File: src/design/gbn_pkg.sv
// ----------------------------------------------------------------------------
// gbn_pkg
// Shared types and constants of the go-back-N sender: operation codes,
// timer request codes, register indexes and the transaction record that the
// front end hands to the back end.
// ----------------------------------------------------------------------------
package gbn_pkg;

   // Operation codes of an input transaction.
   localparam logic [1:0] OP_MESSAGE = 2'd0;
   localparam logic [1:0] OP_ACK     = 2'd1;
   localparam logic [1:0] OP_TIMEOUT = 2'd2;

   // Timer requests reported on the first result of a transaction.
   localparam logic [1:0] TIMER_NONE  = 2'd0;
   localparam logic [1:0] TIMER_START = 2'd1;
   localparam logic [1:0] TIMER_STOP  = 2'd2;

   // Configuration register indexes.
   localparam int CSR_INDEX_W = 1;
   localparam logic [CSR_INDEX_W-1:0] CSR_WINDOW_SIZE  = 1'b0;
   localparam logic [CSR_INDEX_W-1:0] CSR_MAX_MESSAGES = 1'b1;
   localparam int CSR_DATA_W = 11;

   // Field widths fixed by the packet format.
   localparam int WINDOW_SIZE_W  = 6;
   localparam int MAX_MESSAGES_W = 11;
   localparam int SEQ_W          = 10;

   // Results per transaction are capped; the counter must hold the cap.
   localparam int MAX_OUT     = 32;
   localparam int OUT_COUNT_W = 6;

   // Widest counter over the supported buffer depths (up to 65536 entries).
   localparam int CNT_MAX_W = 17;

   // Decoupling queue between front end and back end.
   localparam int QUEUE_DEPTH = 2;
   localparam int QUEUE_AW    = 1;
   localparam int QUEUE_CW    = 2;

   // Classified transaction passed from the front end to the back end.
   typedef struct packed {
      logic [1:0]           op;
      logic                 refused;
      logic [CNT_MAX_W-1:0] count;      // stored message count after this one
      logic                 ack_pass;   // checksum good and number in range
      logic [CNT_MAX_W-1:0] ack_value;
   } gbn_entry_type;

   // Window pointers of the back end.
   typedef struct packed {
      logic [CNT_MAX_W-1:0] base;
      logic [CNT_MAX_W-1:0] next;
   } gbn_status_type;

endpackage

File: src/design/gbn_queue.sv
// ----------------------------------------------------------------------------
// gbn_queue
// Short queue of classified transactions between front end and back end.
// ----------------------------------------------------------------------------
module gbn_queue (
   input  logic                   clock,
   input  logic                   reset,
   input  logic                   push,
   input  gbn_pkg::gbn_entry_type push_entry,
   input  logic                   pop,
   output gbn_pkg::gbn_entry_type head,
   output logic                   full,
   output logic                   empty
);
   import gbn_pkg::*;

   gbn_entry_type         slots_ff [QUEUE_DEPTH];
   logic [QUEUE_AW-1:0]   wr_ptr_ff, wr_ptr_in;
   logic [QUEUE_AW-1:0]   rd_ptr_ff, rd_ptr_in;
   logic [QUEUE_CW-1:0]   level_ff, level_in;
   logic                  do_push;
   logic                  do_pop;

   assign full    = (level_ff == QUEUE_CW'(QUEUE_DEPTH));
   assign empty   = (level_ff == '0);
   assign head    = slots_ff[rd_ptr_ff];
   assign do_push = push && !full;
   assign do_pop  = pop && !empty;

   // Pointer and fill level update.
   always_comb begin
      wr_ptr_in = do_push ? wr_ptr_ff + QUEUE_AW'(1) : wr_ptr_ff;
      rd_ptr_in = do_pop ? rd_ptr_ff + QUEUE_AW'(1) : rd_ptr_ff;
      level_in  = level_ff;
      if (do_push && !do_pop) begin
         level_in = level_ff + QUEUE_CW'(1);
      end else if (do_pop && !do_push) begin
         level_in = level_ff - QUEUE_CW'(1);
      end
   end

   always_ff @(posedge clock) begin
      if (reset) begin
         wr_ptr_ff <= '0;
         rd_ptr_ff <= '0;
         level_ff  <= '0;
      end else begin
         wr_ptr_ff <= wr_ptr_in;
         rd_ptr_ff <= rd_ptr_in;
         level_ff  <= level_in;
      end
      if (do_push) begin
         slots_ff[wr_ptr_ff] <= push_entry;
      end
   end

endmodule

File: config.mk
export PLATFORM = sky130hd
export DESIGN_NAME = gbn_queue
export DESIGN_NICKNAME = d
export VERILOG_FILES = /design/src/design/gbn_pkg.sv /design/src/design/gbn_queue.sv
export SDC_FILE = /design/constraint.sdc
export NUM_CORES = 1
export LEC_CHECK = 0
export BUFFER_PORTS_ARGS = -buffer_cell sky130_fd_sc_hd__clkbuf_2
export CAP_MARGIN = 20
export CORE_UTILIZATION = 45
export CTS_CLUSTER_DIAMETER = 30
export DETAILED_ROUTE_END_ITERATION = 16
export HOLD_SLACK_MARGIN = 0.02
export PLACE_DENSITY_LB_ADDON = 0.05
export SETUP_SLACK_MARGIN = 0.4
export SLEW_MARGIN = 20
export SYNTH_ARGS = -nofsm -noshare
export SYNTH_HDL_FRONTEND = slang
export SYNTH_SLANG_ARGS = --single-unit
File: constraint.sdc
create_clock -name clock -period 5.4 [get_ports clock]
set_clock_uncertainty 0.2 [all_clocks]
set_input_delay 1.08 -clock clock [delete_from_list [all_inputs] [get_ports clock]]
set_output_delay 1.08 -clock clock [all_outputs]
set_load 0.05 [all_outputs]
==> results by group <==
Power
  – PD cells: roughly 530 mW/mm^2
  – Peak supply drop: approximately 0.28 mV
  – Leak: approximately 1.4 nW

Floorplan
  – Initial Util: 0.465
  – Core area: between 0.006 and 0.007 sq mm
  – Ports: between 80 and 90
  – Die X: 83.0 um
  – Rows: 29
  – Die area: a little under 0.007 sq mm
  – Die Y: 83.0 um

Route
  – Vias: between 1500 and 2000
  – ANT nets after route: 0
  – DRC Markers: 0
  – Drt first-iter violations: 42
  – Vias per cell: around 4.9
  – First-pass DRT Iterations: 6
  – DRT Wirelength: 4770 um
  – Post-DR wirelength/cell: between 15 and 20 um

Worst setup path
  – Worst path required time: between 4 and 5 ns
  – WS Path Type: flip-flop to output pin
  – Worst Path Arrival: between 1.5 and 2 ns
  – Kind of end point of the critical path: output pin
  – CP Max Fanout: 38
  – Crit start category: flip-flop

STA
  – Hold slack: around 0.32 ns
  – Slew margin rel.: 0.396
  – Fin. max-slew vios: 0
  – # setup viols final: 0
  – Part of the cycle the worst path needs: 0.594
  – Slew @ Worst Pin: approximately 0.91 ns
  – Setup TNS: 0 ns
  – Fin crit period: 3.21 ns
  – Maximum clock frequency: about 0.31 GHz
  – Hold Violations, Final: 0
  – RSZ-0062 raised after global routing: false

Synthesis
  – Netlist cell types: 14
  – Largest area contributor in the netlist: edfxtp_1
  – Synthesized Nets: around 190
  – YS warnings: 0
  – Post-synth top area share: 0.772
  – Register area share after synthesis: 0.806
  – Mean area per synthesized cell: ~21 sq um
  – Top cells by area, synth: edfxtp_1, mux2_2, dfxtp_1
  – Seq cells post-synth: between 80 and 90
  – Syn Inst Count: roughly 140
  – Mapped Area: slightly below 0.003 sq mm

Place
  – Placer congestion estimate: 0.750
  – Area after DPL: ~0.0034 sq mm
  – Dpl cells: around 300
  – Port bufs: a little over 80
  – Post-DP HPWL: roughly 3200 um

Global route
  – GRT Overall Usage: 0.151
  – Initial antenna violation count: 0
  – Largest net degree at the start of global routing: 39
  – Vias in the first global route: 1674
  – GRT overflow: 0
  – First-pass GRT wire length: 7800 um

Clock network
  – CTS Hold Buffers Added: 0
  – TritonCTS Buffers: 9
  – H-tree lvl count: 3
  – Reg clk slew, reported paths: about 0.07 ns
  – CTS tree: done
  – # resized after CTS: 0
  – Clock buffer depth: 2
  – Clk root buf: clkbuf_8
  – Clk_lat worst skew: around 0.33 ns
  – Clk sink count: 81
  – Setup Buffers After CTS: 0

Job
  – Max-Cap Viols: 0

Cells and area
  – Layout cells sized above 1: 0.574
  – Commonest non-fill, non-tap cell in the layout: clkbuf_2
  – Multi-input gate area: about 540 sq um
  – Fin cells: about 310
  – Filler cells: between 500 and 600
  – Nets: between 200 and 300
  – Register area: ~0.0024 sq mm
  – Final instance area: 0.00360 sq mm
  – Most frequent cells in the layout: clkbuf_2, edfxtp_1, mux2_2
  – P&R area growth vs syn: 21.9%
  – N_diodes: 0

Min path
  – Hold crit path type: flip-flop to flip-flop

Status
  – Status: complete, no violations
through the flow:
step                utilization  total power [mW]  setup WS (ns)
global placement          0.542              1.55           2.38
detailed placement        0.542              1.57           2.30
CTS                       0.567              1.93           2.13
finish                    0.567              1.91           2.19
global route              0.567              2.00           2.06
floorplan                     -              1.42           2.57
worst max-delay path: stages (launching register included):
cell	delay (ns)
dfxtp_2	0.92
mux2_2	0.44
clkbuf_2	0.24
cell families after synthesis:
logic type                 Yosys count  share of synthesized area
and+or+nand+nor                      9                     0.0157
AOI/OAI and AO/OA                    5                    0.00847
muxes                               38                      0.145
buffers and inverters                6                     0.0119
adders and majority gates            1                    0.00423
DFF                                 81                      0.806
xor gates and xnor gates             3                    0.00889
cell type report:
class                   instances  share of cell area
multi-input cells              56               0.150
well taps                      77              0.0267
flip-flops and latches         81               0.661
inverters                       2             0.00208
repair buffers                 82               0.115
clock buffers                  11              0.0365
clock inverters                 5             0.00903
synth_stat cells:
library cell	count
inv_1	2
edfxtp_1	76
dfxtp_1	5
nor2b_2	1
a21oi_1	2
or3_1	2
o21ai_0	3
mux2_2	38
buf_4	3
nor2_1	5
ha_1	1
xor2_1	3
and2_1	1
buf_2	1
flip-flops by register name, indices dropped and copies added, names as in the netlist, named ones only:
signal / flops
slots_ff: 76
level_ff: 2
rd_ptr_ff: 1
wr_ptr_ff: 1
report_power, final:
group | leakage, nW | switching, mW | internal, mW
Sequential | 0.751 | 0.0638 | 0.791
Combinational | 0.540 | 0.496 | 0.195
Clock | 0.0770 | 0.195 | 0.166
Total | 1.37 | 0.755 | 1.15
worst paths after layout:
check | cells past startpoint | startpoint | to | slack (ns)
worst max register to register | 4 | level_ff[0]$_SDFFE_PP0P_ | slots_ff[0][30]$_DFFE_PP_ | 3.04
worst min-delay path | 2 | wr_ptr_ff$_SDFFE_PP0P_ | wr_ptr_ff$_SDFFE_PP0P_ | 0.32
worst max-delay path | 2 | flip-flop | head[4] | 2.19
worst min register to register | 2 | wr_ptr_ff$_SDFFE_PP0P_ | wr_ptr_ff$_SDFFE_PP0P_ | 0.32
metal layers:
metal	track usage	wire length, um	up-vias
li1	-	-	735
met1	0.177	1990	747
met2	0.255	2490	49
met3	0.0427	235	7
met4	0.0752	53	0
met5	0	0	-
No activity file was read; power rests on OpenSTA's default activity.
