**src/design/gbn_pkg.sv**
```systemverilog
// ----------------------------------------------------------------------------
// gbn_pkg
// Shared types and constants of the go-back-N sender: operation codes,
// timer request codes, register indexes and the transaction record that the
// front end hands to the back end.
// ----------------------------------------------------------------------------
package gbn_pkg;

   // Operation codes of an input transaction.
   localparam logic [1:0] OP_MESSAGE = 2'd0;
   localparam logic [1:0] OP_ACK     = 2'd1;
   localparam logic [1:0] OP_TIMEOUT = 2'd2;

   // Timer requests reported on the first result of a transaction.
   localparam logic [1:0] TIMER_NONE  = 2'd0;
   localparam logic [1:0] TIMER_START = 2'd1;
   localparam logic [1:0] TIMER_STOP  = 2'd2;

   // Configuration register indexes.
   localparam int CSR_INDEX_W = 1;
   localparam logic [CSR_INDEX_W-1:0] CSR_WINDOW_SIZE  = 1'b0;
   localparam logic [CSR_INDEX_W-1:0] CSR_MAX_MESSAGES = 1'b1;
   localparam int CSR_DATA_W = 11;

   // Field widths fixed by the packet format.
   localparam int WINDOW_SIZE_W  = 6;
   localparam int MAX_MESSAGES_W = 11;
   localparam int SEQ_W          = 10;

   // Results per transaction are capped; the counter must hold the cap.
   localparam int MAX_OUT     = 32;
   localparam int OUT_COUNT_W = 6;

   // Widest counter over the supported buffer depths (up to 65536 entries).
   localparam int CNT_MAX_W = 17;

   // Decoupling queue between front end and back end.
   localparam int QUEUE_DEPTH = 2;
   localparam int QUEUE_AW    = 1;
   localparam int QUEUE_CW    = 2;

   // Classified transaction passed from the front end to the back end.
   typedef struct packed {
      logic [1:0]           op;
      logic                 refused;
      logic [CNT_MAX_W-1:0] count;      // stored message count after this one
      logic                 ack_pass;   // checksum good and number in range
      logic [CNT_MAX_W-1:0] ack_value;
   } gbn_entry_type;

   // Window pointers of the back end.
   typedef struct packed {
      logic [CNT_MAX_W-1:0] base;
      logic [CNT_MAX_W-1:0] next;
   } gbn_status_type;

endpackage

```
**src/design/gbn_front.sv**
```systemverilog
// ----------------------------------------------------------------------------
// gbn_front
// Front end: accepts input transactions, computes packet and ack checksums,
// stores messages in the buffer and queues a classified record.
// ----------------------------------------------------------------------------
module gbn_front #(
   parameter int BUFFER_DEPTH = 1024
) (
   input  logic                            clock,
   input  logic                            reset,
   input  logic                            req_valid,
   output logic                            req_stall,
   input  logic [1:0]                      req_op,
   input  logic [63:0]                     req_payload_low,
   input  logic [63:0]                     req_payload_mid,
   input  logic [31:0]                     req_payload_high,
   input  logic signed [31:0]              req_ack_number,
   input  logic signed [31:0]              req_ack_checksum,
   output logic                            q_push,
   output gbn_pkg::gbn_entry_type          q_entry,
   input  logic                            q_full,
   output logic                            mem_wr_en,
   output logic [$clog2(BUFFER_DEPTH)-1:0] mem_wr_addr,
   output logic [63:0]                     mem_wr_low,
   output logic [63:0]                     mem_wr_mid,
   output logic [63:0]                     mem_wr_high
);
   import gbn_pkg::*;

   localparam int AW    = $clog2(BUFFER_DEPTH);
   localparam int CNT_W = $clog2(BUFFER_DEPTH + 1);

   localparam logic [1:0] F_IDLE = 2'd0;
   localparam logic [1:0] F_SUM  = 2'd1;
   localparam logic [1:0] F_FOLD = 2'd2;
   localparam logic [1:0] F_PUSH = 2'd3;

   logic [1:0]       state_ff, state_in;
   logic [CNT_W-1:0] count_ff, count_in;
   logic [1:0]       op_ff, op_in;
   logic [63:0]      low_ff, low_in;
   logic [63:0]      mid_ff, mid_in;
   logic [31:0]      high_ff, high_in;
   logic [31:0]      ack_num_ff, ack_num_in;
   logic [31:0]      ack_chk_ff, ack_chk_in;
   logic [63:0]      sum_ff, sum_in;
   logic [63:0]      fold_ff, fold_in;

   logic [35:0]      word_sum;
   logic [63:0]      fold_final;
   logic [31:0]      check;
   logic             store_ok;
   logic [CNT_W-1:0] count_plus;

   function automatic logic [35:0] sext36(input logic [31:0] w);
      return {{4{w[31]}}, w};
   endfunction

   // Sum of the seven sign-extended words: sequence, minus one, payload.
   // The exact sum fits in 36 signed bits.
   assign word_sum = 36'(count_ff) + {36{1'b1}}
                   + sext36(low_ff[31:0]) + sext36(low_ff[63:32])
                   + sext36(mid_ff[31:0]) + sext36(mid_ff[63:32])
                   + sext36(high_ff);

   // Second fold step and complement.
   assign fold_final = fold_ff + {16'd0, fold_ff[63:16]};
   assign check      = ~fold_final[31:0];

   assign store_ok   = (op_ff == OP_MESSAGE) && (count_ff < CNT_W'(BUFFER_DEPTH));
   assign count_plus = count_ff + CNT_W'(1);

   // Classified record for the back end.
   always_comb begin
      q_entry.op        = op_ff;
      q_entry.refused   = (op_ff == OP_MESSAGE) && !store_ok;
      q_entry.count     = CNT_MAX_W'(store_ok ? count_plus : count_ff);
      q_entry.ack_pass  = (op_ff == OP_ACK) && (check == ack_chk_ff)
                        && (ack_num_ff[31:CNT_W] == '0);
      q_entry.ack_value = CNT_MAX_W'(ack_num_ff[CNT_W-1:0]);
   end

   // Buffer write: the slot is the current message count.
   assign mem_wr_addr = count_ff[AW-1:0];
   assign mem_wr_low  = low_ff;
   assign mem_wr_mid  = mid_ff;
   assign mem_wr_high = {check, high_ff};

   assign req_stall = reset || (state_ff != F_IDLE);

   // Sequencer: capture, sum, first fold, then push.
   always_comb begin
      state_in   = state_ff;
      count_in   = count_ff;
      op_in      = op_ff;
      low_in     = low_ff;
      mid_in     = mid_ff;
      high_in    = high_ff;
      ack_num_in = ack_num_ff;
      ack_chk_in = ack_chk_ff;
      sum_in     = sum_ff;
      fold_in    = fold_ff;
      q_push     = 1'b0;
      mem_wr_en  = 1'b0;
      case (state_ff)
         F_IDLE: begin
            if (req_valid) begin
               op_in      = req_op;
               low_in     = req_payload_low;
               mid_in     = req_payload_mid;
               high_in    = req_payload_high;
               ack_num_in = req_ack_number;
               ack_chk_in = req_ack_checksum;
               state_in   = F_SUM;
            end
         end
         F_SUM: begin
            // An ack's checksum covers only the sign-extended ack number.
            if (op_ff == OP_ACK) begin
               sum_in = {{32{ack_num_ff[31]}}, ack_num_ff};
            end else begin
               sum_in = {{28{word_sum[35]}}, word_sum};
            end
            state_in = F_FOLD;
         end
         F_FOLD: begin
            fold_in  = {16'd0, sum_ff[63:16]} + {48'd0, sum_ff[15:0]};
            state_in = F_PUSH;
         end
         F_PUSH: begin
            if (!q_full) begin
               q_push   = 1'b1;
               state_in = F_IDLE;
               if (store_ok) begin
                  mem_wr_en = 1'b1;
                  count_in  = count_plus;
               end
            end
         end
         default: begin
            state_in = F_IDLE;
         end
      endcase
   end

   always_ff @(posedge clock) begin
      if (reset) begin
         state_ff <= F_IDLE;
         count_ff <= '0;
      end else begin
         state_ff <= state_in;
         count_ff <= count_in;
      end
      op_ff      <= op_in;
      low_ff     <= low_in;
      mid_ff     <= mid_in;
      high_ff    <= high_in;
      ack_num_ff <= ack_num_in;
      ack_chk_ff <= ack_chk_in;
      sum_ff     <= sum_in;
      fold_ff    <= fold_in;
   end

endmodule

```
**config.mk**
```make
export PLATFORM = sky130hd
export DESIGN_NAME = gbn_front
export DESIGN_NICKNAME = d
export VERILOG_FILES = /design/src/design/gbn_pkg.sv /design/src/design/gbn_front.sv
export SDC_FILE = /design/constraint.sdc
export NUM_CORES = 1
export LEC_CHECK = 0
export BUFFER_PORTS_ARGS = -buffer_cell sky130_fd_sc_hd__buf_4
export CAP_MARGIN = 20
export CORE_MARGIN = 1
export CORE_UTILIZATION = 41
export CTS_CLUSTER_SIZE = 10
export DETAILED_ROUTE_END_ITERATION = 7
export HOLD_SLACK_MARGIN = 0.06
export PLACE_DENSITY = 0.66
export SETUP_SLACK_MARGIN = 0.5
export SLEW_MARGIN = 20
export SYNTH_ARGS = -nofsm -noshare
export SYNTH_HDL_FRONTEND = slang
export SYNTH_SLANG_ARGS = --single-unit
```
**constraint.sdc**
```tcl
create_clock -name clock -period 9.6 [get_ports clock]
set_input_delay 1.92 -clock clock [delete_from_list [all_inputs] [get_ports clock]]
set_output_delay 1.92 -clock clock [all_outputs]
set_load 0.03 [all_outputs]
```
==> impl_metrics.yaml <==
status:
  outcome: "finished, final reports clean"
finish:
  fill_cells: 4074
  areaGrowthSynthToFinish_pct: 26.2
  mostFrequentLayoutCells: "buf_4 (467), edfxtp_1 (305), inv_1 (302)"
  final_common_cell: "buf_4"
  diodes: 0
  layout.nets: 2580
  drive_gt1_share_pct: 25.3
logic_synthesis:
  synthArstFlopShare_pct: 0
  ys_ff_latch: 318
  synth_area_per_cell_um2: 11.8
  synth_warnings: 0
  synth_top_area_cell: "edfxtp_1"
  synth_top_flop_cell: "edfxtp_1"
  synth_top_area_share_pct: 47.2
  synthTopCellsByArea: "edfxtp_1 (47%), fa_1 (11%), ha_1 (9.3%)"
  netlist_area_um2: 19400
  synth-edff-count: 305
  synthCells: 1643
  synth_cell_type_count: 77
  ys_seq_area_share_pct: 48.6
sta:
  setup_slack_ps: 3140
  final.setup.tns_ps: 0
  rsz0062_at_grt: "false"
  fin_crit_ps: 6460
  relSlewSlack_pct: 29.0
  tightest_slew_ps: 1060
  setup_viol: 0
  slew_violations: 0
  skew_ps: 25.1
  fmax_mhz: 155
  post-route-period-util_pct: 67.3
  hold_viol: 0
floorplan:
  core_um2: 46600
  die_width_um: 219
  dieHeight_um: 219
  dieArea_um2: 48200
  rows: 79
  start_util_pct: 41.7
  ioPinCount: 473
setup_path:
  slowest_delay_ps: 540
  worst-path-buf-inv: 1
  cp.required_ps: 7680
  critical_path.top_delay_family: "simple AND/OR/NAND/NOR gates"
  startpoint: "fold_ff[16]$_DFFE_PP_"
  path_cells: "ha_1 -> fa_1 -> xor2_1 -> nand4_1 -> nor4b_1 -> nand4_1 -> nor4_1 -> nand4_1 -> or4_1 -> nor4_1 -> nand4_1 -> nor4bb_1 -> buf_4"
  path_max_fanout: 2
  crit_cells: 13
  reg2reg_slack_ps: 3480
  reg2reg_from: "mem_wr_mid[1]$_DFFE_PP_"
  cp_slowest_cell: "fa_1"
  endpoint_kind: "output port"
  crit_path_end: "q_entry[17]"
  critPathArrivalTime_ps: 4540
  cpMostUsedCell: "nand4_1"
  rr_worst_depth: 20
  r2r_end: "sum_ff[62]$_DFFE_PN_"
  crit_type: "flop to output port"
  cp-start-kind: "flop"
routing:
  wl_per_cell_um: 18.3
  ant_nets: 0
  wirelength_um: 50000
  dr.pass1.iters: 6
  drc: 0
  drt_first_iter_violations: 704
  vias_per_cell: 4.98
  vias: 13600
place:
  gp_congestion: 0.875
  hpwl_um: 39900
  dp_slack_ps: 3610
  io_buffers: 460
global_routing:
  grt_pass1_wl_um: 76000
  grt.met2_usage_pct: 35.7
  grt.overflow.total: 0
  grt_max_degree: 75
  busiest_layer: "met2"
  use_met3_pct: 5.05
  grt_use_met1_pct: 25.3
  grt_pass1_vias: 13900
  antenna_found_initial: 1
  grt_usage_pct: 20.6
clock_network:
  post_cts_buffers: 0
  htree_levels: 2
  tritoncts: "done"
  cts_buffer_depth: 3
  hold_buffers: 0
  ctsResizeCount: 0
  cts_root_buffer: "clkbuf_16"
  cts.sinks: 318
  numCtsBuffers: 40
  worstSkewPairLatency_ps: 560
  path_clk_slew_ps: 60
flow_run:
  drv_cap: 0
worst_hold_path:
  min_path_type: "flop to flop"
## logic make-up after synthesis
| family | count (synthesis) | share of synthesized area (%) |
|---|---|---|
| AO/OA/AOI/OAI | 280 | 9.58 |
| multiplexers | 6 | 0.316 |
| other | 1 | 0.0193 |
| adder cells (fa/ha/maj) | 252 | 20.4 |
| flip-flops | 318 | 48.6 |
| AND/OR/NAND/NOR | 301 | 7.69 |
| buffers and inverters | 368 | 7.87 |
| XOR/XNOR | 117 | 5.52 |
## state kept, by name, indices dropped and copies added (netlist names)
signal,count
mem_wr_mid,64
count_ff,11
mem_wr_low,64
ack_num_ff,32
high_ff,32
sum_ff,36
state_ff,2
ack_chk_ff,32
fold_ff,43
op_ff,2
## through the flow
| stage | utilization (%) | instances | cell area [um2] | hold slack (ps) |
|---|---|---|---|---|
| global route | 52.6 | 2728 | 24500 | 583 |
| finish | 52.6 | 2728 | 24500 | 536 |
| global placement | 50.1 | 2663 | 23300 | 513 |
| detailed placement | 50.1 | 2663 | 23300 | 529 |
| CTS | 52.6 | 2728 | 24500 | 539 |
| floorplan | - | 1654 | 19400 | 484 |
## worst min path at each step
stage,startpoint,to,cells past startpoint
after CTS,count_ff[9]$_SDFFE_PP0P_,count_ff[9]$_SDFFE_PP0P_,2
after global routing,count_ff[9]$_SDFFE_PP0P_,count_ff[9]$_SDFFE_PP0P_,2
after detailed placement,count_ff[9]$_SDFFE_PP0P_,count_ff[9]$_SDFFE_PP0P_,2
final,count_ff[9]$_SDFFE_PP0P_,count_ff[9]$_SDFFE_PP0P_,2
after floorplan,count_ff[9]$_SDFFE_PP0P_,count_ff[9]$_SDFFE_PP0P_,2
after global placement,count_ff[9]$_SDFFE_PP0P_,count_ff[9]$_SDFFE_PP0P_,2
## metal layers
layer  vias to the layer above  wire length [um]  share of wire (%)
li1                       6519                 -                  -
met1                      6608             20500                 41
met2                       381             25100                 50
met3                        73              3260                6.5
met4                         2              1140                2.3
met5                         -                16              0.032
## cell type report
| type | instances | area [um2] | share of cell area [%] |
|---|---|---|---|
| clock inverter | 10 | 62.6 | 0.256 |
| inverter | 303 | 1140 | 4.65 |
| tap | 607 | 759 | 3.10 |
| multi-input combinational | 968 | 8510 | 34.8 |
| clock buffer | 55 | 1080 | 4.40 |
| timing repair buffer | 467 | 3510 | 14.3 |
| sequential | 318 | 9420 | 38.5 |
## tightest hold or removal path: cells and delay by family (launching register included)
family	cells	cell delay (ps)
DFF	1	340
AOI/OAI and AO/OA	2	140
## synth_stat cells (all sizes together), types with 17 or more instances
cell type    n
fa         108
inv        302
xnor2       64
o21a        27
nor3        19
o21ai       58
nand3       21
buf         40
nor2        76
a21o        32
nand2       83
nand4       17
xor2        51
ha         144
edfxtp     305
nor2b       20
clkbuf      25
a21oi       80
Power is left out: the tool's default activity adds up to more than one toggle a clock period on the data nets, which glitch-free logic cannot reach.
