`src/design/gbn_pkg.sv`:
```
// ----------------------------------------------------------------------------
// gbn_pkg
// Shared types and constants of the go-back-N sender: operation codes,
// timer request codes, register indexes and the transaction record that the
// front end hands to the back end.
// ----------------------------------------------------------------------------
package gbn_pkg;

   // Operation codes of an input transaction.
   localparam logic [1:0] OP_MESSAGE = 2'd0;
   localparam logic [1:0] OP_ACK     = 2'd1;
   localparam logic [1:0] OP_TIMEOUT = 2'd2;

   // Timer requests reported on the first result of a transaction.
   localparam logic [1:0] TIMER_NONE  = 2'd0;
   localparam logic [1:0] TIMER_START = 2'd1;
   localparam logic [1:0] TIMER_STOP  = 2'd2;

   // Configuration register indexes.
   localparam int CSR_INDEX_W = 1;
   localparam logic [CSR_INDEX_W-1:0] CSR_WINDOW_SIZE  = 1'b0;
   localparam logic [CSR_INDEX_W-1:0] CSR_MAX_MESSAGES = 1'b1;
   localparam int CSR_DATA_W = 11;

   // Field widths fixed by the packet format.
   localparam int WINDOW_SIZE_W  = 6;
   localparam int MAX_MESSAGES_W = 11;
   localparam int SEQ_W          = 10;

   // Results per transaction are capped; the counter must hold the cap.
   localparam int MAX_OUT     = 32;
   localparam int OUT_COUNT_W = 6;

   // Widest counter over the supported buffer depths (up to 65536 entries).
   localparam int CNT_MAX_W = 17;

   // Decoupling queue between front end and back end.
   localparam int QUEUE_DEPTH = 2;
   localparam int QUEUE_AW    = 1;
   localparam int QUEUE_CW    = 2;

   // Classified transaction passed from the front end to the back end.
   typedef struct packed {
      logic [1:0]           op;
      logic                 refused;
      logic [CNT_MAX_W-1:0] count;      // stored message count after this one
      logic                 ack_pass;   // checksum good and number in range
      logic [CNT_MAX_W-1:0] ack_value;
   } gbn_entry_type;

   // Window pointers of the back end.
   typedef struct packed {
      logic [CNT_MAX_W-1:0] base;
      logic [CNT_MAX_W-1:0] next;
   } gbn_status_type;

endpackage

```
`src/design/gbn_back.sv`:
```
// ----------------------------------------------------------------------------
// gbn_back
// Back end: keeps the send window, applies acknowledgements and produces
// the result transactions, reading stored packets one per cycle while the result output is not stalled.
// ----------------------------------------------------------------------------
module gbn_back #(
   parameter int BUFFER_DEPTH = 1024,
   parameter int WINDOW_MAX   = 32
) (
   input  logic                                clock,
   input  logic                                reset,
   input  logic [gbn_pkg::WINDOW_SIZE_W-1:0]   window_size,
   input  logic [gbn_pkg::MAX_MESSAGES_W-1:0]  max_messages,
   input  gbn_pkg::gbn_entry_type              q_head,
   input  logic                                q_empty,
   output logic                                q_pop,
   output logic                                mem_rd_en,
   output logic [$clog2(BUFFER_DEPTH)-1:0]     mem_rd_addr,
   input  logic [63:0]                         mem_rd_low,
   input  logic [63:0]                         mem_rd_mid,
   input  logic [63:0]                         mem_rd_high,
   output gbn_pkg::gbn_status_type             status,
   output logic                                rsp_valid,
   input  logic                                rsp_stall,
   output logic                                rsp_has_packet,
   output logic [gbn_pkg::SEQ_W-1:0]           rsp_seq_number,
   output logic [63:0]                         rsp_out_payload_low,
   output logic [63:0]                         rsp_out_payload_mid,
   output logic [31:0]                         rsp_out_payload_high,
   output logic signed [31:0]                  rsp_packet_checksum,
   output logic [1:0]                          rsp_timer_action,
   output logic                                rsp_refused,
   output logic                                rsp_last
);
   import gbn_pkg::*;

   localparam int AW    = $clog2(BUFFER_DEPTH);
   localparam int CNT_W = $clog2(BUFFER_DEPTH + 1);
   localparam int CMP_W = (CNT_W > MAX_MESSAGES_W ? CNT_W : MAX_MESSAGES_W) + 1;
   localparam int WIN_W = 7;

   localparam logic [1:0] B_IDLE = 2'd0;
   localparam logic [1:0] B_EVAL = 2'd1;
   localparam logic [1:0] B_PLAN = 2'd2;
   localparam logic [1:0] B_OUT  = 2'd3;

   logic [1:0]             state_ff, state_in;
   gbn_entry_type          ent_ff, ent_in;
   logic [CNT_W-1:0]       base_ff, base_in;
   logic [CNT_W-1:0]       next_ff, next_in;
   logic [CNT_W-1:0]       idx_ff, idx_in;
   logic [OUT_COUNT_W-1:0] n_ff, n_in;
   logic [1:0]             ack_timer_ff, ack_timer_in;
   logic [1:0]             timer_ff, timer_in;
   logic                   first_ff, first_in;
   logic [AW-1:0]          slot_ff, slot_in;

   logic                   valid_ff, valid_in;
   logic                   has_ff, has_in;
   logic [SEQ_W-1:0]       seq_ff, seq_in;
   logic [63:0]            low_ff, low_in;
   logic [63:0]            mid_ff, mid_in;
   logic [31:0]            high_ff, high_in;
   logic [31:0]            chk_ff, chk_in;
   logic [1:0]             tmr_ff, tmr_in;
   logic                   ref_ff, ref_in;
   logic                   last_ff, last_in;

   logic [WIN_W-1:0]       win;
   logic [CMP_W-1:0]       limit;
   logic                   cap_ok;
   logic                   send_more;
   logic                   resend_more;
   logic                   more;
   logic                   is_send;
   logic [CNT_W-1:0]       cur_slot;
   logic [CNT_W-1:0]       ack_val;
   logic [CNT_W-1:0]       ack_plus;
   logic                   ack_hit;
   logic                   out_free;

   // Effective window and the test for one more packet.
   assign win = ({1'b0, window_size} > WIN_W'(WINDOW_MAX)) ? WIN_W'(WINDOW_MAX)
                                                          : {1'b0, window_size};
   assign limit       = CMP_W'(base_ff) + CMP_W'(win);
   assign cap_ok      = n_ff < OUT_COUNT_W'(MAX_OUT);
   assign send_more   = cap_ok && (CMP_W'(next_ff) < limit)
                     && (next_ff < ent_ff.count[CNT_W-1:0])
                     && (CMP_W'(next_ff) < CMP_W'(max_messages));
   assign resend_more = cap_ok && (idx_ff < next_ff);
   assign is_send     = (ent_ff.op == OP_MESSAGE) || (ent_ff.op == OP_ACK);

   always_comb begin
      case (ent_ff.op)
         OP_MESSAGE, OP_ACK: more = send_more;
         OP_TIMEOUT:         more = resend_more;
         default:            more = 1'b0;
      endcase
   end

   assign cur_slot    = (ent_ff.op == OP_TIMEOUT) ? idx_ff : next_ff;
   assign mem_rd_addr = cur_slot[AW-1:0];

   // Acknowledgement window check.
   assign ack_val  = ent_ff.ack_value[CNT_W-1:0];
   assign ack_plus = ack_val + CNT_W'(1);
   assign ack_hit  = (ent_ff.op == OP_ACK) && ent_ff.ack_pass
                  && (ack_val >= base_ff) && (ack_val < next_ff);

   assign out_free = !valid_ff || !rsp_stall;

   // Sequencer: pop, apply ack, plan, then stream packets.
   always_comb begin
      state_in     = state_ff;
      ent_in       = ent_ff;
      base_in      = base_ff;
      next_in      = next_ff;
      idx_in       = idx_ff;
      n_in         = n_ff;
      ack_timer_in = ack_timer_ff;
      timer_in     = timer_ff;
      first_in     = first_ff;
      slot_in      = slot_ff;
      q_pop        = 1'b0;
      mem_rd_en    = 1'b0;

      valid_in = valid_ff && rsp_stall;
      has_in   = has_ff;
      seq_in   = seq_ff;
      low_in   = low_ff;
      mid_in   = mid_ff;
      high_in  = high_ff;
      chk_in   = chk_ff;
      tmr_in   = tmr_ff;
      ref_in   = ref_ff;
      last_in  = last_ff;

      case (state_ff)
         B_IDLE: begin
            if (!q_empty) begin
               q_pop    = 1'b1;
               ent_in   = q_head;
               state_in = B_EVAL;
            end
         end
         B_EVAL: begin
            if (ack_hit) begin
               base_in      = ack_plus;
               ack_timer_in = (ack_plus == next_ff) ? TIMER_STOP : TIMER_START;
            end else begin
               ack_timer_in = TIMER_NONE;
            end
            idx_in   = base_ff;
            n_in     = '0;
            state_in = B_PLAN;
         end
         B_PLAN: begin
            if (more) begin
               // A timeout, or a send that starts with nothing outstanding, restarts the timer.
               if (ent_ff.op == OP_TIMEOUT) begin
                  timer_in = TIMER_START;
               end else if (base_ff == next_ff) begin
                  timer_in = TIMER_START;
               end else begin
                  timer_in = ack_timer_ff;
               end
               mem_rd_en = 1'b1;
               slot_in   = cur_slot[AW-1:0];
               if (is_send) begin
                  next_in = next_ff + CNT_W'(1);
               end else begin
                  idx_in = idx_ff + CNT_W'(1);
               end
               n_in     = n_ff + OUT_COUNT_W'(1);
               first_in = 1'b1;
               state_in = B_OUT;
            end else if (out_free) begin
               // Nothing to send: one empty result closes the transaction.
               valid_in = 1'b1;
               has_in   = 1'b0;
               seq_in   = '0;
               low_in   = '0;
               mid_in   = '0;
               high_in  = '0;
               chk_in   = '0;
               tmr_in   = (ent_ff.op == OP_TIMEOUT) ? TIMER_START : ack_timer_ff;
               ref_in   = ent_ff.refused;
               last_in  = 1'b1;
               state_in = B_IDLE;
            end
         end
         B_OUT: begin
            if (out_free) begin
               valid_in = 1'b1;
               has_in   = 1'b1;
               seq_in   = SEQ_W'(slot_ff);
               low_in   = mem_rd_low;
               mid_in   = mem_rd_mid;
               high_in  = mem_rd_high[31:0];
               chk_in   = mem_rd_high[63:32];
               tmr_in   = first_ff ? timer_ff : TIMER_NONE;
               ref_in   = first_ff && ent_ff.refused;
               last_in  = !more;
               first_in = 1'b0;
               if (more) begin
                  mem_rd_en = 1'b1;
                  slot_in   = cur_slot[AW-1:0];
                  if (is_send) begin
                     next_in = next_ff + CNT_W'(1);
                  end else begin
                     idx_in = idx_ff + CNT_W'(1);
                  end
                  n_in = n_ff + OUT_COUNT_W'(1);
               end else begin
                  state_in = B_IDLE;
               end
            end
         end
         default: begin
            state_in = B_IDLE;
         end
      endcase
   end

   always_ff @(posedge clock) begin
      if (reset) begin
         state_ff <= B_IDLE;
         base_ff  <= '0;
         next_ff  <= '0;
         idx_ff   <= '0;
         n_ff     <= '0;
         first_ff <= 1'b0;
         valid_ff <= 1'b0;
      end else begin
         state_ff <= state_in;
         base_ff  <= base_in;
         next_ff  <= next_in;
         idx_ff   <= idx_in;
         n_ff     <= n_in;
         first_ff <= first_in;
         valid_ff <= valid_in;
      end
      ent_ff       <= ent_in;
      ack_timer_ff <= ack_timer_in;
      timer_ff     <= timer_in;
      slot_ff      <= slot_in;
      has_ff       <= has_in;
      seq_ff       <= seq_in;
      low_ff       <= low_in;
      mid_ff       <= mid_in;
      high_ff      <= high_in;
      chk_ff       <= chk_in;
      tmr_ff       <= tmr_in;
      ref_ff       <= ref_in;
      last_ff      <= last_in;
   end

   assign status.base = CNT_MAX_W'(base_ff);
   assign status.next = CNT_MAX_W'(next_ff);

   assign rsp_valid            = valid_ff;
   assign rsp_has_packet       = has_ff;
   assign rsp_seq_number       = seq_ff;
   assign rsp_out_payload_low  = low_ff;
   assign rsp_out_payload_mid  = mid_ff;
   assign rsp_out_payload_high = high_ff;
   assign rsp_packet_checksum  = chk_ff;
   assign rsp_timer_action     = tmr_ff;
   assign rsp_refused          = ref_ff;
   assign rsp_last             = last_ff;

endmodule

```
`config.mk`:
```
export PLATFORM = sky130hd
export DESIGN_NAME = gbn_back
export DESIGN_NICKNAME = d
export VERILOG_FILES = /design/src/design/gbn_pkg.sv /design/src/design/gbn_back.sv
export SDC_FILE = /design/constraint.sdc
export NUM_CORES = 1
export LEC_CHECK = 0
export ABC_CLOCK_PERIOD_IN_PS = 13300
export BUFFER_PORTS_ARGS = -buffer_cell sky130_fd_sc_hd__buf_2
export CORE_AREA = 2 2 194 196
export DETAILED_ROUTE_END_ITERATION = 16
export DIE_AREA = 0 0 196 198
export GPL_TIMING_DRIVEN = 0
export PLACE_DENSITY = 0.69
export SYNTH_ARGS = -nofsm -noshare
export SYNTH_HDL_FRONTEND = slang
export SYNTH_SLANG_ARGS = --single-unit
```
`constraint.sdc`:
```
create_clock -name clock -period 13.3 [get_ports clock]
set_clock_uncertainty 0.2 [all_clocks]
set_input_delay 2.66 -clock clock [delete_from_list [all_inputs] [get_ports clock]]
set_output_delay 2.66 -clock clock [all_outputs]
set_load 0.05 [all_outputs]
```
==> results of run 1 <==
==> cell usage in the layout (no fill, tap or decap), types with 35 or more instances in the layout <==
master and instances:
edfxtp_1 247, and3_1 206, nand2_1 54, a21oi_1 56
buf_2 481, clkbuf_16 35, dfxtp_1 43, ha_1 72
inv_1 51, clkbuf_1 67, nor2_1 51
==> flip-flops by register name, indices dropped and copies added, names as in the netlist, 2 cells and up <==
register              count
slot_ff                  10
rsp_packet_checksum      32
ent_ff                   15
timer_ff                  2
rsp_seq_number           10
rsp_out_payload_high     32
state_ff                  2
ack_timer_ff              2
ack_val                  11
rsp_out_payload_mid      64
rsp_out_payload_low      64
rsp_timer_action          2
idx_ff                   11
next_ff                  11
n_ff                      6
base_ff                  11
==> worst max-delay path, stage by stage <==
cell and delay (ns):
buf_2 0.09, nor2b_1 0.12, ha_1 0.21, fa_1 0.42, a21o_1 0.18, a21oi_1 0.23
o21bai_1 0.09, a21oi_1 0.28, nor3_1 0.10, xnor2_1 0.14, ha_1 0.18, a21o_2 0.20
a21oi_1 0.21, o311ai_1 0.13, o311a_2 0.19, o31a_2 0.39, nor2_1 0.12, buf_2 0.30
==> final cells by class <==
class | instances | area (sq um) | area share (%)
multi-input combinational | 710 | 4835 | 27.00
timing repair buffer | 484 | 2502 | 13.98
buffer | 80 | 391.6 | 2.187
inverter | 53 | 198.9 | 1.111
clock buffer | 42 | 902.1 | 5.039
tap | 474 | 593.1 | 3.313
clock inverter | 19 | 192.7 | 1.076
antenna | 4 | 10.01 | 0.05591
sequential | 290 | 8278 | 46.24
==> cell families after synthesis <==
logic type | share of synthesized area, %
AO/OA/AOI/OAI | 7.856
XOR/XNOR | 2.503
adder cells (fa/ha/maj) | 6.747
buffers and inverters | 4.327
flip-flops | 60.65
multiplexers | 0.9809
other | 0.02747
AND/OR/NAND/NOR | 16.91
==> layer usage <==
layer | track usage, % | part of all wire [%] | vias to the layer above
li1 | - | - | 5257
met4 | 11.25 | 5.2 | 8
met3 | 5.468 | 7.7 | 131
met5 | 0 | 0.12 | -
met2 | 38.10 | 48 | 548
met1 | 26.60 | 39 | 5481
==> cell usage after synthesis, types with 11 or more instances <==
master	n	area, sq um
nand3_1	22	110.1
buf_4	12	90.09
nor2b_1	13	81.33
xor2_1	20	175.2
nand4_1	13	81.33
inv_1	51	191.4
clkbuf_1	60	225.2
and3_1	206	1289
nor2_1	51	191.4
xnor2_1	19	166.4
edfxtp_1	247	7417
ha_1	72	900.9
dfxtp_1	43	860.8
nor3_1	14	70.07
a211oi_1	14	105.1
o211ai_1	11	82.58
a21oi_1	56	280.3
nand2_1	54	202.7
o21ai_0	34	170.2
==> path summary, 6_finish.rpt <==
check                           depth (start not counted)      startpoint                 to  slack [ns]
worst max-delay path                                   18  window_size[0]          mem_rd_en        4.18
worst min-delay path                                    2         n_ff[1]            n_ff[1]        0.31
worst max register to register                         14      base_ff[0]  rsp_seq_number[4]        8.37
worst min register to register                          2         n_ff[1]            n_ff[1]        0.31
==> power by group <==
part | switching, W | internal, W
Sequential | 0.0000210 | 0.00105
Combinational | 0.000317 | 0.000103
Clock | 0.000381 | 0.000544
Total | 0.000719 | 0.00169
==> stage by stage <==
step | area, sq um | cells | power (W) | hold WS [ns]
2_1_floorplan | 13690 | 1133 | 0.001369 | 0.2360
6_report | 17900 | 2156 | 0.002413 | 0.3124
3_5_place_dp | 16800 | 2091 | 0.001507 | 0.3042
4_1_cts | 17890 | 2152 | 0.002432 | 0.3141
3_3_place_gp | 16680 | 2086 | 0.001507 | 0.2850
5_1_grt | 17900 | 2154 | 0.002490 | 0.3453
==> flow_metrics.env, run 1 <==
export IMPL_async_flop_share_pct=0
export IMPL_final_hold_viol_count=0
export IMPL_wirelength_mm=46.07
export IMPL_hold_class="reg2reg"
export IMPL_ctsHoldBuffers=0
export IMPL_ys_seq_area_share_pct=60.65
export IMPL_synth_edff_count=247
export IMPL_crit_required_ns=10.44
export IMPL_die_h_microns=198
export IMPL_ioPinCount=505
export IMPL_dieArea_sq_mm=0.03881
export IMPL_avgRoutedWirePerCell_microns=21.37
export IMPL_drv_slew=0
export IMPL_remaining_drc_errors=0
export IMPL_synth_cell_type_count=76
export IMPL_period_share_pct=68.55
export IMPL_core_area_sq_mm=0.03696
export IMPL_rows=71
export IMPL_crit_path_end_kind="output pin"
export IMPL_grt_util_all_layers_pct=22.42
export IMPL_relSlewSlack_pct=32.35
export IMPL_antenna_found_initial=7
export IMPL_initial_core_util_pct=36.93
export IMPL_cts_buffers=34
export IMPL_netlist_area_sq_mm=0.01365
export IMPL_area_growth_syn_to_layout_pct=31.17
export IMPL_fin_nets=1977
export IMPL_ys_warn_count=0
export IMPL_worstPathMaxFanout=8
export IMPL_setup_ws_ns=4.183
export IMPL_gr_total_overflow=0
export IMPL_worstSkewPairLatency_ns=0.54
export IMPL_avgSynthCellArea_sq_um=12.17
export IMPL_fmax_mhz=109.7
export IMPL_fin_crit_ns=9.117
export IMPL_powerDensity_mw_per_mm2=134.8
export IMPL_finalSetupViolCount=0
export IMPL_io_buffers=479
export IMPL_vias=11430
export IMPL_clock_sinks=290
export IMPL_status="finished, final reports clean"
export IMPL_maxCapViolations=0
export IMPL_p_leak_nw=7.991
export IMPL_path_clk_slew_ns=0.06
export IMPL_cts_setup_buffers=0
export IMPL_dp_slack_ns=4.226
export IMPL_synthFlopType="edfxtp_1"
export IMPL_tightest_slew_ns=1.011
export IMPL_first_global_vias=10640
export IMPL_syn_inst=1122
export IMPL_antenna_left=0
export IMPL_critical_path_arrival_ns=6.26
export IMPL_place_congestion=0.9276
export IMPL_utilization_pct=48.45
export IMPL_grt_start_max_net_pins=60
export IMPL_grt_pass1_wl_mm=64.57
export IMPL_htree_num_levels=2
export IMPL_die_x_microns=196
export IMPL_firstDrtPassIters=5
export IMPL_dp_hpwl_mm=35.27
export IMPL_cp_start_kind="input port"
export IMPL_fillers=3357
export IMPL_cts_root_buf="clkbuf_16"
export IMPL_routed_via_density=5.299
export IMPL_drt_iter0_markers=861
export IMPL_cts_buffer_depth=3
export IMPL_cts_tree="done"
export IMPL_setup_tns_ns=0
export IMPL_crit_type="in2out"
export IMPL_peakVddDrop_mv=0.09158
export IMPL_ys_ff_latch=290
export IMPL_drive_gt1_share_pct=34.33
export IMPL_cts_resized=0
export IMPL_rsz0062_at_grt="false"
Power figures use the tool's default switching activity.
==> run 2, diff against run 1 <==
--- a/config.mk
+++ b/config.mk
@@ -5,7 +5,7 @@
 export SDC_FILE = /design/constraint.sdc
 export NUM_CORES = 1
 export LEC_CHECK = 0
-export ABC_CLOCK_PERIOD_IN_PS = 13300
+export ABC_CLOCK_PERIOD_IN_PS = 8600
 export BUFFER_PORTS_ARGS = -buffer_cell sky130_fd_sc_hd__buf_2
 export CORE_AREA = 2 2 194 196
 export DETAILED_ROUTE_END_ITERATION = 16
==> constraint.sdc (replaced) <==
create_clock -name clock -period 8.6 [get_ports clock]
set_clock_uncertainty 0.2 [all_clocks]
set_input_delay 1.72 -clock clock [delete_from_list [all_inputs] [get_ports clock]]
set_output_delay 1.72 -clock clock [all_outputs]
set_load 0.05 [all_outputs]
==> run 2 against run 1 <==
Die area unchanged. Register-to-register slack lost 4.6 ns. First-iteration DRC count shrank 11%. Sequential share of layout area increased by 0.27 points. Critical path type unchanged. Largest power group unchanged. Highest routed layer unchanged.
==> flow_metrics.env, run 2 (same netlist as run 1, synthesis figures left out) <==
export IMPL_status="finished, final reports clean"
export IMPL_fin_nets=1977
export IMPL_intPower_w=0.002528
export IMPL_fillers=3380
export IMPL_fmax_mhz=139.1
export IMPL_area_growth_syn_to_layout_pct=30.41
export IMPL_final_seq_area_sq_mm=0.008278
export IMPL_drt_iter0_markers=762
export IMPL_dp_hpwl_mm=35.12
export IMPL_finalNonFillerCells=2155
export IMPL_period_share_pct=83.58
export IMPL_p_sw_share_pct=30.40
export IMPL_avgRoutedWirePerCell_microns=21.48
export IMPL_fin_crit_ns=7.188
export IMPL_dieArea_sq_mm=0.03881
export IMPL_dp_cells=2091
export IMPL_final_hold_viol_count=0
export IMPL_worstSkewPairLatency_ns=0.54
export IMPL_first_global_vias=10750
export IMPL_cts_buffer_depth=3
export IMPL_ioPinCount=505
export IMPL_critical_path_arrival_ns=5.27
export IMPL_path_clk_slew_ns=0.05
export IMPL_vias=11280
export IMPL_critical_path_cell_chain="buf_2, nor2b_1, ha_1, fa_1, a21o_1, a21oi_1, o21bai_1, a21oi_1, nor3_1, xnor2_1, ha_1, a21o_2, a21oi_1, o311ai_1, o311a_2, o31a_2, nor2_1, buf_2"
export IMPL_htree_num_levels=2
export IMPL_ctsHoldBuffers=0
export IMPL_peakVddDrop_mv=0.1346
export IMPL_grt_pass1_wl_mm=66.34
export IMPL_fin_hold_ws_ns=0.3044
export IMPL_routed_via_density=5.234
export IMPL_relSlewSlack_pct=33.02
export IMPL_rsz0062_at_grt="false"
export IMPL_gr_total_overflow=0
export IMPL_hold_class="reg2reg"
export IMPL_netSwitchingPower_w=0.001104
export IMPL_clock_power_share_pct=36.6
export IMPL_die_x_microns=196
export IMPL_crit_path_end_kind="output pin"
export IMPL_slowest_delay_ns=0.42
export IMPL_tightest_slew_ns=1.005
export IMPL_p_leak_nw=7.933
export IMPL_initial_core_util_pct=36.93
export IMPL_wirelength_mm=46.28
export IMPL_drive_gt1_share_pct=34.01
export IMPL_powerDensity_mw_per_mm2=204.1
export IMPL_rows=71
export IMPL_seqPwrFrac_pct=45.5
export IMPL_antenna_left=0
export IMPL_worstPathMaxFanout=8
export IMPL_grt_util_all_layers_pct=22.88
export IMPL_crit_path_top_delay_cell="fa_1"
export IMPL_core_area_sq_mm=0.03696
export IMPL_clock_sinks=290
export IMPL_io_buffers=479
export IMPL_drv_slew=0
export IMPL_multiInputGateArea_sq_mm=0.004835
export IMPL_cp_start_kind="input port"
export IMPL_cts_buffers=34
export IMPL_r2r_setup_slack_ns=3.75
export IMPL_final_cell_mix="buf_2 (481), edfxtp_1 (247), and3_1 (206)"
export IMPL_remaining_drc_errors=0
export IMPL_place_congestion=0.9256
export IMPL_comb_power_share_pct=17.9
export IMPL_maxCapViolations=0
export IMPL_firstDrtPassIters=7
export IMPL_grt_start_max_net_pins=67
export IMPL_cts_resized=0
export IMPL_antenna_found_initial=8
export IMPL_cts_tree="done"
export IMPL_crit_type="in2out"
export IMPL_die_h_microns=198
export IMPL_crit_required_ns=6.68
export IMPL_finalSetupViolCount=0
export IMPL_final_common_cell="buf_2"
export IMPL_path_common_cell="a21oi_1"
export IMPL_cts_setup_buffers=0
export IMPL_total_power_w=0.003632
export IMPL_cts_root_buf="clkbuf_16"
## run 2: per-stage QoR
| step | setup WS, ns | cell area (sq um) | util [%] | TNS, ns |
|---|---|---|---|---|
| floorplan | 0.8522 | 13690 | - | 0 |
| global placement | -0.6887 | 16680 | 45.14 | -139.50 |
| detailed placement | 1.428 | 16800 | 45.46 | 0 |
| CTS | 1.415 | 17790 | 48.13 | 0 |
| global route | 1.180 | 17790 | 48.15 | 0 |
| finish | 1.412 | 17800 | 48.17 | 0 |
## run 2: layout make-up
cell class / instances / area share, %
well taps: 474 / 3.332
clock inverters: 13 / 0.4007
inverters: 53 / 1.118
diodes: 5 / 0.07029
flip-flops and latches: 290 / 46.51
clock buffers: 46 / 5.153
repair buffers: 484 / 14.06
plain buffers: 80 / 2.200
multi-input cells: 710 / 27.16
## run 2: final timing paths
check	start	cells after the start	endpoint
setup / recovery	window_size[0]	18	mem_rd_en
hold / removal	idx_ff[10]	2	idx_ff[10]
setup reg to reg	base_ff[0]	15	slot_ff[2]
hold reg to reg	idx_ff[10]	2	idx_ff[10]
## run 2: worst max-delay path: cells and delay by family
kind,cells,cell delay (ns)
AO/OA/AOI/OAI,9,1.85
XOR/XNOR,1,0.13
buffers and inverters,2,0.38
AND/OR/NAND/NOR,3,0.35
adder cells (fa/ha/maj),3,0.81
## run 2: per-layer routing
| layer | share of wire [%] | wire length [microns] | GRT usage [%] | up-vias |
|---|---|---|---|---|
| met5 | 0.073 | 34 | 0 | - |
| met4 | 4.2 | 1933 | 9.877 | 4 |
| met3 | 7.7 | 3548 | 5.485 | 98 |
| met2 | 49 | 22800 | 39.59 | 540 |
| met1 | 39 | 17960 | 27.22 | 5388 |
| li1 | - | - | - | 5250 |
## run 2: power groups by stage
stage	combinational [W]	clock [W]	sequential, W
finish	0.000650	0.00133	0.00165
floorplan	0.000188	0	0.00192
global placement	0.000629	0	0.00169
global route	0.000686	0.00141	0.00166
detailed placement	0.000648	0	0.00168
CTS	0.000651	0.00136	0.00165
